$ cat src/design/assert_macros.svh
// Assertion helpers used by calendar_match_search.
`ifndef ASSERT_MACROS_SVH
`define ASSERT_MACROS_SVH

// Condition must hold on every clock out of reset.
`define CHK_ALWAYS(lbl, cond) \
  lbl: assert property (@(posedge clk) disable iff (rst) (cond)) else $error("check failed");

// Same-cycle implication.
`define CHK_IMPL(lbl, ante, cons) \
  lbl: assert property (@(posedge clk) disable iff (rst) (ante) |-> (cons)) \
    else $error("check failed");

// Next-cycle implication.
`define CHK_NEXT(lbl, ante, cons) \
  lbl: assert property (@(posedge clk) disable iff (rst) (ante) |=> (cons)) \
    else $error("check failed");

`endif

$ cat src/design/cms_pkg.sv
package cms_pkg;

  typedef enum logic [2:0] {
    ST_IDLE,
    ST_DIV1,
    ST_LOCAL,
    ST_DIV2,
    ST_SPLIT,
    ST_YEAR,
    ST_MONTH,
    ST_SEARCH
  } state_t;

  typedef enum logic [2:0] {
    REG_MONTH  = 3'd0,
    REG_MDAY   = 3'd1,
    REG_WDAY   = 3'd2,
    REG_HOUR   = 3'd3,
    REG_MINUTE = 3'd4,
    REG_OFFSET = 3'd5
  } reg_idx_t;

  localparam int TIME_W = 34;
  localparam int LM_W   = 31;  // local minute count, two's complement
  localparam int DREM_W = 18;
  localparam int CFG_W  = 11;

  localparam logic [11:0] MIN_PER_DAY = 12'd1440;
  localparam logic [LM_W-1:0] MAX_MIN = LM_W'(((64'd1 << TIME_W) - 64'd1) / 64'd60);

  // t / 60 = ((t >> 2) * RECIP15) >> 35, exact for 32-bit operands
  localparam logic [31:0] RECIP15 = 32'd2290649225;
  // v / 1440 = ((v >> 5) * RECIP45) >> 29, exact for 24-bit operands
  localparam logic [31:0] RECIP45 = 32'd11930465;

  localparam logic [3:0] ANY_MONTH  = 4'd0;
  localparam logic [4:0] ANY_MDAY   = 5'd0;
  localparam logic [2:0] ANY_WDAY   = 3'd7;
  localparam logic [4:0] ANY_HOUR   = 5'd24;
  localparam logic [5:0] ANY_MINUTE = 6'd60;

  localparam logic [4:0] LAST_HOUR = 5'd23;
  localparam logic [5:0] LAST_MIN  = 6'd59;

  // 1969-01-01 was a Wednesday
  localparam logic [2:0] WDAY_1969  = 3'd3;
  localparam logic [1:0] Y4_1969    = 2'd1;
  localparam logic [6:0] Y100_1969  = 7'd69;
  localparam logic [8:0] Y400_1969  = 9'd369;

  function automatic logic [4:0] days_in_month(input logic [3:0] mo, input logic leap);
    logic [4:0] n;
    if (mo inside {4'd4, 4'd6, 4'd9, 4'd11}) n = 5'd30;
    else if (mo == 4'd2) n = leap ? 5'd29 : 5'd28;
    else n = 5'd31;
    return n;
  endfunction

  // x mod 7 for x < 56, via reciprocal 37/256
  function automatic logic [2:0] mod7(input logic [5:0] x);
    logic [11:0] p;
    logic [2:0]  q;
    logic [5:0]  r;
    p = 12'(x) * 12'd37;
    q = p[10:8];
    r = x - 6'(q) * 6'd7;
    return r[2:0];
  endfunction

  // x / 60 for x < 1440, via reciprocal 4370/2^18
  function automatic logic [4:0] div60(input logic [10:0] x);
    logic [23:0] p;
    p = 24'(x) * 24'd4370;
    return p[22:18];
  endfunction

endpackage

$ cat src/design/calendar_match_search.sv
// Calendar match search. Pulse start while busy is low with opcode and
// reference_time; busy stays high until the single result word appears on
// match_time/found with done high for exactly one cycle. The result cannot be
// stalled: capture it on done. After the accepting edge the block divides the
// time to days, walks each year since 1969 (up to about 545) and each month
// before the start month (up to 11), then makes up to MAX_STEPS search steps.
// The division is two reciprocal multiplies on one shared multiplier; the
// search steps a calendar counter set (minute, hour, day, month, year residues)
// by one field per cycle. Write config only while the block is idle.
`include "assert_macros.svh"

module calendar_match_search #(
  parameter int MAX_STEPS = 200000
) (
  input  logic                        clk,
  input  logic                        rst,
  input  logic                        start,
  output logic                        busy,
  input  logic                        opcode,
  input  logic [cms_pkg::TIME_W-1:0]  reference_time,
  output logic                        done,
  output logic [cms_pkg::TIME_W-1:0]  match_time,
  output logic                        found,
  input  logic                        cfg_we,
  input  logic [2:0]                  cfg_index,
  input  logic [cms_pkg::CFG_W-1:0]   cfg_data
);
  import cms_pkg::*;

  localparam int SW = $clog2(MAX_STEPS + 1);

  state_t state, state_next;

  logic [3:0]  want_month;
  logic [4:0]  want_day_of_month;
  logic [2:0]  want_weekday;
  logic [4:0]  want_hour;
  logic [5:0]  want_minute;
  logic [10:0] zone_offset_minutes;

  logic              bwd;
  logic [TIME_W-1:0] dvd;
  logic [10:0]       rem;
  logic              phase;
  logic [63:0]       prod;
  logic [LM_W-1:0]   lmin, dstart;
  logic [DREM_W-1:0] drem;
  logic [SW-1:0]     steps;
  logic [3:0]        mo;
  logic [4:0]        d;
  logic [2:0]        wd;
  logic [4:0]        hh;
  logic [5:0]        mm;
  logic [1:0]        y4;
  logic [6:0]        y100;
  logic [8:0]        y400;

  // shared multiplier: seconds to minutes, then minutes to days
  logic [31:0] mul_a, mul_b;
  logic [63:0] mul_p;
  always_comb begin
    mul_a = (state == ST_DIV1) ? dvd[TIME_W-1:2] : 32'(dvd[28:5]);
    mul_b = (state == ST_DIV1) ? RECIP15 : RECIP45;
    mul_p = 64'(mul_a) * 64'(mul_b);
  end

  logic [18:0] dq;
  logic [10:0] drm;
  assign dq  = prod[47:29];
  assign drm = dvd[10:0] - 11'(dq[10:0] * MIN_PER_DAY[10:0]);

  logic [LM_W-1:0] off_ext, lmin_init, u;
  assign off_ext   = LM_W'($signed(zone_offset_minutes));
  assign lmin_init = LM_W'(prod[63:35]) + (bwd ? '0 : LM_W'(1)) + off_ext;
  assign u         = lmin - off_ext;

  logic leap;
  logic [4:0] dim_cur, pd;
  logic [3:0] pmo;
  logic [8:0] ylen;
  assign leap    = (y4 == 2'd0) && ((y100 != 7'd0) || (y400 == 9'd0));
  assign dim_cur = days_in_month(mo, leap);
  assign pmo     = (mo == 4'd1) ? 4'd12 : mo - 4'd1;
  assign pd      = days_in_month(pmo, leap);
  assign ylen    = leap ? 9'd366 : 9'd365;

  logic [1:0] y4_inc, y4_dec;
  logic [6:0] y100_inc, y100_dec;
  logic [8:0] y400_inc, y400_dec;
  always_comb begin
    y4_inc   = y4 + 2'd1;
    y4_dec   = y4 - 2'd1;
    y100_inc = (y100 == 7'd99) ? 7'd0 : y100 + 7'd1;
    y100_dec = (y100 == 7'd0) ? 7'd99 : y100 - 7'd1;
    y400_inc = (y400 == 9'd399) ? 9'd0 : y400 + 9'd1;
    y400_dec = (y400 == 9'd0) ? 9'd399 : y400 - 9'd1;
  end

  // field tests
  logic m_ok, dm_ok, h_ok, mn_ok, all_ok, out_range, cap_hit, finish;
  logic year_done, month_done;
  always_comb begin
    m_ok   = (want_month == ANY_MONTH) || (mo == want_month);
    dm_ok  = ((want_day_of_month == ANY_MDAY) || (d == want_day_of_month)) &&
             ((want_weekday == ANY_WDAY) || (wd == want_weekday));
    h_ok   = (want_hour == ANY_HOUR) || (hh == want_hour);
    mn_ok  = (want_minute == ANY_MINUTE) || (mm == want_minute);
    all_ok = m_ok && dm_ok && h_ok && mn_ok;
    out_range  = u[LM_W-1] || (u > MAX_MIN);
    cap_hit    = (steps == SW'(MAX_STEPS));
    finish     = cap_hit || out_range || all_ok;
    year_done  = (drem < DREM_W'(ylen));
    month_done = (drem < DREM_W'(dim_cur));
  end

  // one search move: pick the field level, carries folded in
  logic go_month, go_day, go_hour, go_min;
  logic hh_edge, mm_edge;
  always_comb begin
    hh_edge  = bwd ? (hh == 5'd0) : (hh == LAST_HOUR);
    mm_edge  = bwd ? (mm == 6'd0) : (mm == LAST_MIN);
    go_month = !m_ok;
    go_day   = m_ok && (!dm_ok || (!h_ok && hh_edge) || (!mn_ok && mm_edge && hh_edge));
    go_hour  = m_ok && dm_ok && !go_day && (!h_ok || (!mn_ok && mm_edge));
    go_min   = m_ok && dm_ok && h_ok && !mn_ok && !mm_edge;
  end

  logic [LM_W-1:0] s_lmin, s_dstart;
  logic [3:0] s_mo;
  logic [4:0] s_d, s_hh;
  logic [5:0] s_mm, span;
  logic [2:0] s_wd;
  logic [1:0] s_y4;
  logic [6:0] s_y100;
  logic [8:0] s_y400;
  always_comb begin
    s_lmin = lmin; s_dstart = dstart; s_mo = mo; s_d = d; s_hh = hh; s_mm = mm;
    s_wd = wd; s_y4 = y4; s_y100 = y100; s_y400 = y400;
    span = 6'(dim_cur) - 6'(d) + 6'd1;
    if (go_month || go_day) begin
      if (!bwd) begin
        s_hh = 5'd0; s_mm = 6'd0;
        if (go_month || d == dim_cur) begin
          s_d = 5'd1;
          if (mo == 4'd12) begin
            s_mo = 4'd1; s_y4 = y4_inc; s_y100 = y100_inc; s_y400 = y400_inc;
          end else begin
            s_mo = mo + 4'd1;
          end
        end else begin
          s_d = d + 5'd1;
        end
        if (go_month) begin
          s_dstart = dstart + LM_W'(span) * LM_W'(MIN_PER_DAY);
          s_wd     = mod7(6'(wd) + span);
        end else begin
          s_dstart = dstart + LM_W'(MIN_PER_DAY);
          s_wd     = (wd == 3'd6) ? 3'd0 : wd + 3'd1;
        end
        s_lmin = s_dstart;
      end else begin
        s_hh = LAST_HOUR; s_mm = LAST_MIN;
        if (go_month || d == 5'd1) begin
          s_d  = pd;
          s_mo = pmo;
          if (mo == 4'd1) begin
            s_y4 = y4_dec; s_y100 = y100_dec; s_y400 = y400_dec;
          end
        end else begin
          s_d = d - 5'd1;
        end
        if (go_month) begin
          s_dstart = dstart - LM_W'(d) * LM_W'(MIN_PER_DAY);
          s_wd     = mod7(6'd35 + 6'(wd) - 6'(d));
        end else begin
          s_dstart = dstart - LM_W'(MIN_PER_DAY);
          s_wd     = (wd == 3'd0) ? 3'd6 : wd - 3'd1;
        end
        s_lmin = s_dstart + LM_W'(MIN_PER_DAY) - LM_W'(1);
      end
    end else if (go_hour) begin
      if (!bwd) begin
        s_hh = hh + 5'd1; s_mm = 6'd0;
        s_lmin = lmin + LM_W'(60) - LM_W'(mm);
      end else begin
        s_hh = hh - 5'd1; s_mm = LAST_MIN;
        s_lmin = lmin - LM_W'(mm) - LM_W'(1);
      end
    end else if (go_min) begin
      s_mm   = bwd ? mm - 6'd1 : mm + 6'd1;
      s_lmin = bwd ? lmin - LM_W'(1) : lmin + LM_W'(1);
    end
  end

  // next state
  always_comb begin
    state_next = state;
    case (state)
      ST_IDLE:   if (start) state_next = ST_DIV1;
      ST_DIV1:   state_next = ST_LOCAL;
      ST_LOCAL:  state_next = ST_DIV2;
      ST_DIV2:   if (phase) state_next = ST_SPLIT;
      ST_SPLIT:  state_next = ST_YEAR;
      ST_YEAR:   if (year_done) state_next = ST_MONTH;
      ST_MONTH:  if (month_done) state_next = ST_SEARCH;
      ST_SEARCH: if (finish) state_next = ST_IDLE;
      default:   state_next = ST_IDLE;
    endcase
  end

  // outputs of the sequencer
  always_comb begin
    busy = (state != ST_IDLE);
  end

  always_ff @(posedge clk) begin
    if (rst) begin
      state <= ST_IDLE;
    end else begin
      state <= state_next;
    end
  end

  always_ff @(posedge clk) begin
    if (rst) begin
      want_month          <= ANY_MONTH;
      want_day_of_month   <= ANY_MDAY;
      want_weekday        <= ANY_WDAY;
      want_hour           <= ANY_HOUR;
      want_minute         <= ANY_MINUTE;
      zone_offset_minutes <= '0;
    end else if (cfg_we) begin
      case (cfg_index)
        REG_MONTH:  want_month          <= cfg_data[3:0];
        REG_MDAY:   want_day_of_month   <= cfg_data[4:0];
        REG_WDAY:   want_weekday        <= cfg_data[2:0];
        REG_HOUR:   want_hour           <= cfg_data[4:0];
        REG_MINUTE: want_minute         <= cfg_data[5:0];
        REG_OFFSET: zone_offset_minutes <= cfg_data;
        default: ;
      endcase
    end
  end

  always_ff @(posedge clk) begin
    if (rst) begin
      done  <= 1'b0;
      found <= 1'b0;
    end else begin
      done <= 1'b0;
      if (state == ST_SEARCH && finish) begin
        done  <= 1'b1;
        found <= all_ok && !cap_hit && !out_range;
      end
    end
  end

  always_ff @(posedge clk) begin
    case (state)
      ST_IDLE: begin
        if (start) begin
          bwd <= opcode;
          dvd <= reference_time;
        end
      end
      ST_DIV1: begin
        prod <= mul_p;
      end
      ST_LOCAL: begin
        lmin  <= lmin_init;
        dvd   <= TIME_W'(lmin_init + LM_W'(MIN_PER_DAY));
        phase <= 1'b0;
      end
      ST_DIV2: begin
        if (!phase) begin
          prod  <= mul_p;
          phase <= 1'b1;
        end else begin
          rem <= drm;
          dvd <= TIME_W'(dq);
        end
      end
      ST_SPLIT: begin
        // dvd is days + 1, rem is minute of day
        hh     <= div60(rem);
        mm     <= 6'(rem - 11'(div60(rem)) * 11'd60);
        dstart <= lmin - LM_W'(rem);
        drem   <= dvd[DREM_W-1:0] + DREM_W'(364);
        wd     <= WDAY_1969;
        y4     <= Y4_1969;
        y100   <= Y100_1969;
        y400   <= Y400_1969;
      end
      ST_YEAR: begin
        if (year_done) begin
          mo <= 4'd1;
        end else begin
          drem <= drem - DREM_W'(ylen);
          wd   <= mod7(6'(wd) + (leap ? 6'd2 : 6'd1));
          y4   <= y4_inc;
          y100 <= y100_inc;
          y400 <= y400_inc;
        end
      end
      ST_MONTH: begin
        if (month_done) begin
          d     <= drem[4:0] + 5'd1;
          wd    <= mod7(6'(wd) + 6'(drem[4:0]));
          steps <= '0;
        end else begin
          drem <= drem - DREM_W'(dim_cur);
          mo   <= mo + 4'd1;
          wd   <= mod7(6'(wd) + 6'(dim_cur) - 6'd28);
        end
      end
      ST_SEARCH: begin
        if (finish) begin
          // u * 60 as (u << 6) - (u << 2)
          match_time <= (all_ok && !cap_hit && !out_range) ?
                        ((TIME_W'(u[28:0]) << 6) - (TIME_W'(u[28:0]) << 2)) : '0;
        end else begin
          steps  <= steps + SW'(1);
          lmin   <= s_lmin;
          dstart <= s_dstart;
          mo     <= s_mo;
          d      <= s_d;
          hh     <= s_hh;
          mm     <= s_mm;
          wd     <= s_wd;
          y4     <= s_y4;
          y100   <= s_y100;
          y400   <= s_y400;
        end
      end
      default: ;
    endcase
  end

  `CHK_IMPL(a_done_idle, done, !busy)
  `CHK_IMPL(a_miss_zero, done && !found, match_time == '0)
  `CHK_IMPL(a_cal_valid, state == ST_SEARCH, mo >= 4'd1 && mo <= 4'd12 && d >= 5'd1 && d <= dim_cur)
  `CHK_NEXT(a_start_busy, start && !busy, busy)

endmodule
$ cat config.mk
export PLATFORM = sky130hd
export DESIGN_NAME = calendar_match_search
export DESIGN_NICKNAME = d
export VERILOG_FILES = /design/src/design/cms_pkg.sv /design/src/design/calendar_match_search.sv
export VERILOG_INCLUDE_DIRS = /design/src /design/src/design
export SDC_FILE = /design/constraint.sdc
export NUM_CORES = 2
export LEC_CHECK = 0
export BUFFER_PORTS_ARGS = -buffer_cell sky130_fd_sc_hd__buf_2
export CAP_MARGIN = 20
export CORE_MARGIN = 3
export CORE_UTILIZATION = 60
export CTS_CLUSTER_DIAMETER = 80
export CTS_CLUSTER_SIZE = 24
export DETAILED_ROUTE_END_ITERATION = 8
export HOLD_SLACK_MARGIN = 0.05
export MAX_ROUTING_LAYER = met4
export PLACE_DENSITY_LB_ADDON = 0.12
export SLEW_MARGIN = 20
export SYNTH_ARGS = -nofsm -noshare
export SYNTH_HDL_FRONTEND = slang
export SYNTH_SLANG_ARGS = --single-unit
$ cat constraint.sdc
create_clock -name clk -period 13.2 [get_ports clk]
set_clock_uncertainty 0.1 [all_clocks]
set_input_delay 1.32 -clock clk [delete_from_list [all_inputs] [get_ports clk]]
set_output_delay 1.32 -clock clk [all_outputs]
set_load 0.01 [all_outputs]
==> flow_metrics.py <==
metrics = {
    "floorplanning": {
        "start_util_pct": 60.8,
        "core_area_um2": 83800,
        "fp.dieArea_um2": 88400,
        "die_w_um": 297,
        "fp.dieH_um": 297,
        "fp-row-count": 106,
        "ios": 90,
    },
    "cts": {
        "cts_buffers": 25,
        "clock_latency_ps": 600,
        "cts_root_buf": "clkbuf_16",
        "cts_buffer_depth": 3,
        "htreeDepth": 1,
        "cts_tree": "done",
        "cts.sinks": 292,
        "hold_buffers": 0,
        "post_cts_buffers": 0,
        "clk_pin_slew_ps": 90,
        "ctsResizeCount": 0,
    },
    "layout": {
        "drive_above_1_share_pct": 4.15,
        "finalNetCount": 7213,
        "postLayoutCoreUtil_pct": 63.7,
        "area_growth_pct": 4.82,
    },
    "route": {
        "ant_nets": 0,
        "drc": 0,
        "drtIter0Drc": 3270,
        "num_vias": 41400,
        "drtPass1Iterations": 6,
        "wl_um": 145000,
        "wl_per_cell_um": 20.5,
        "via_per_inst": 5.88,
    },
    "worst_setup_path": {
        "critPathSlowestCell": "a2111oi_0",
        "crit_type": "reg2reg",
        "max_stage_delay_ps": 1000,
        "critPathMaxFanout": 57,
        "required_ps": 13460,
        "end_kind": "flop",
        "critPathArrivalTime_ps": 10440,
        "ff2ff_path_depth": 29,
        "critPathLaunchType": "flop",
        "cpMostUsedCell": "fa_1",
    },
    "place": {
        "io_buffers": 87,
        "place.detailed.hpwl_um": 121000,
        "gp_congestion": 1.02,
        "post-place-ws_ps": 3110,
    },
    "sta": {
        "rsz0062_at_grt": "no",
        "setup_viol": 0,
        "period_share_pct": 77.2,
        "slew_violations": 0,
        "slew_headroom_pct": 19.9,
        "final.setup.tns_ps": 0,
        "tightest_slew_ps": 1170,
        "finalHoldViolations": 0,
        "fmax_ghz": 0.0982,
        "fin_crit_ps": 10190,
        "layout_setup_ws_ps": 3010,
    },
    "synthesis": {
        "ys_seq_elements": 292,
        "yosysWarnings": 0,
        "syn_area_um2": 50900,
        "syn_inst": 5899,
        "synth_cell_types": 95,
        "synth_ff_type": "edfxtp_1",
        "synth_seq_area_share_pct": 16.4,
        "async_flop_share_pct": 0,
        "syn_avg_cell_area_um2": 8.63,
        "synth_edf_count": 253,
    },
    "global_routing": {
        "grt.overflow.total": 0,
        "grt_pass1_vias": 41000,
        "track_usage_pct": 33.3,
        "antenna_found_initial": 4,
        "grt_max_degree": 67,
        "grt_pass1_wl_um": 227000,
    },
    "worst_hold_path": {
        "min_path_cells": 2,
        "hold_class": "reg2reg",
    },
    "flow_run": {
        "maxCapViolCount": 0,
    },
    "outcome": {
        "status": "complete, no violations",
    },
}
-- synthesized netlist by cell type, types with 17 or more instances --
| cell | n | area, um2 |
|---|---|---|
| nor4_1 | 24 | 150 |
| a211oi_1 | 64 | 480 |
| ha_1 | 860 | 10800 |
| nor2b_1 | 60 | 375 |
| o211ai_1 | 36 | 270 |
| nor2_1 | 379 | 1420 |
| o21a_1 | 39 | 293 |
| edfxtp_1 | 253 | 7600 |
| mux2i_1 | 42 | 420 |
| nand3_1 | 110 | 551 |
| clkbuf_1 | 156 | 586 |
| and3_1 | 45 | 282 |
| inv_1 | 1063 | 3990 |
| a21o_1 | 120 | 901 |
| or2_2 | 19 | 119 |
| fa_1 | 413 | 8270 |
| nor3_1 | 127 | 636 |
| o22ai_1 | 24 | 150 |
| dfxtp_1 | 39 | 781 |
| or3_1 | 33 | 206 |
| a211o_1 | 21 | 184 |
| xor2_1 | 141 | 1230 |
| nand2b_1 | 48 | 300 |
| and2_1 | 36 | 225 |
| o21bai_1 | 32 | 240 |
| a21oi_1 | 306 | 1530 |
| a31oi_1 | 44 | 275 |
| nand4_1 | 45 | 282 |
| o31ai_1 | 27 | 203 |
| a221oi_1 | 17 | 149 |
| o221ai_1 | 17 | 149 |
| o21ai_0 | 231 | 1160 |
| xnor2_1 | 296 | 2590 |
| nand2_1 | 443 | 1660 |
-- cell type report --
cell class              instances  area (um2)
diodes                          2        5.00
fillers                      7513       30400
multi-input cells            4384       38000
flip-flops and latches        292        8380
clock buffers                  26         629
clock inverters                20         319
repair buffers                120         681
inverters                    1064        3990
well taps                    1134        1420
-- placed cells by master (no fill, tap or decap), types with 24 or more instances in the layout --
master,count
inv_1,1063
ha_1,860
nand2_1,442
fa_1,413
nor2_1,378
a21oi_1,305
xnor2_1,296
edfxtp_1,253
o21ai_0,230
xor2_1,141
nor3_1,125
a21o_1,120
nand3_1,110
buf_2,88
a211oi_1,64
nor2b_1,60
nand2b_1,47
nand4_1,45
and3_1,44
a31oi_1,44
mux2i_1,42
o21a_1,38
dfxtp_1,38
and2_1,36
o211ai_1,36
conb_1,35
or3_1,33
o21bai_1,32
buf_4,32
o31ai_1,27
clkbuf_16,25
nor4_1,24
-- worst paths after layout --
| path | startpoint | to | slack (ps) |
|---|---|---|---|
| setup / recovery | state[0]$_SDFFE_PP0P_ | prod[62]$_DFFE_PP_ | 3010 |
| hold / removal | zone_offset_minutes[4]$_SDFFE_PP0P_ | zone_offset_minutes[4]$_SDFFE_PP0P_ | 400 |
| setup reg to reg | state[0]$_SDFFE_PP0P_ | prod[62]$_DFFE_PP_ | 3010 |
| hold reg to reg | zone_offset_minutes[4]$_SDFFE_PP0P_ | zone_offset_minutes[4]$_SDFFE_PP0P_ | 400 |
-- metrics by stage --
| step | hold WS [ps] | cell area, um2 | instances |
|---|---|---|---|
| after global placement | 369 | 52400 | 6993 |
| after detailed placement | 381 | 52400 | 6994 |
| after floorplan | 327 | 51100 | 5932 |
| after CTS | 398 | 53400 | 7040 |
| after global routing | 415 | 53400 | 7041 |
| final | 399 | 53400 | 7042 |
-- per-layer routing --
layer / track usage [%] / wire length (um)
met1: 43.3 / 61700
met2: 55.1 / 68300
met3: 3.67 / 9520
met4: 9.73 / 5040
met5: - / 0
-- worst max-delay path, delay by kind of cell (launching register included) --
kind / cells / cell delay [ps]
AO/OA/AOI/OAI: 7 / 2480
buffers and inverters: 6 / 910
AND/OR/NAND/NOR: 6 / 1910
flip-flops: 1 / 330
adder cells (fa/ha/maj): 9 / 4130
XOR/XNOR: 1 / 80
-- kinds of logic (layout without fill, tap and decap cells) --
group,after synthesis,in the layout,share of synthesized area [%]
AO/OA/AOI/OAI,1157,1157,14.9
XOR/XNOR,437,437,7.51
adder cells (fa/ha/maj),1273,1273,37.4
buffers and inverters,1256,1230,9.43
flip-flops,292,292,16.4
multiplexers,49,49,1.03
other,2,37,0.0147
AND/OR/NAND/NOR,1433,1433,13.3
-- sequential cells by signal (all words and copies together) (netlist names), 2 cells and up --
| name | flops |
|---|---|
| hh | 5 |
| want_weekday | 3 |
| dstart | 31 |
| y4 | 2 |
| state | 3 |
| lmin | 31 |
| want_hour | 5 |
| dvd | 34 |
| zone_offset_minutes | 11 |
| prod | 35 |
| y100 | 7 |
| want_minute | 6 |
| wd | 3 |
| rem | 11 |
| mm | 6 |
| mo | 4 |
| y400 | 9 |
| match_time | 32 |
| d | 5 |
| drem | 18 |
| want_month | 4 |
| steps | 18 |
| want_day_of_month | 5 |
Power is left out: the tool's default activity adds up to more than one toggle a clock period on the data nets, which glitch-free logic cannot reach.
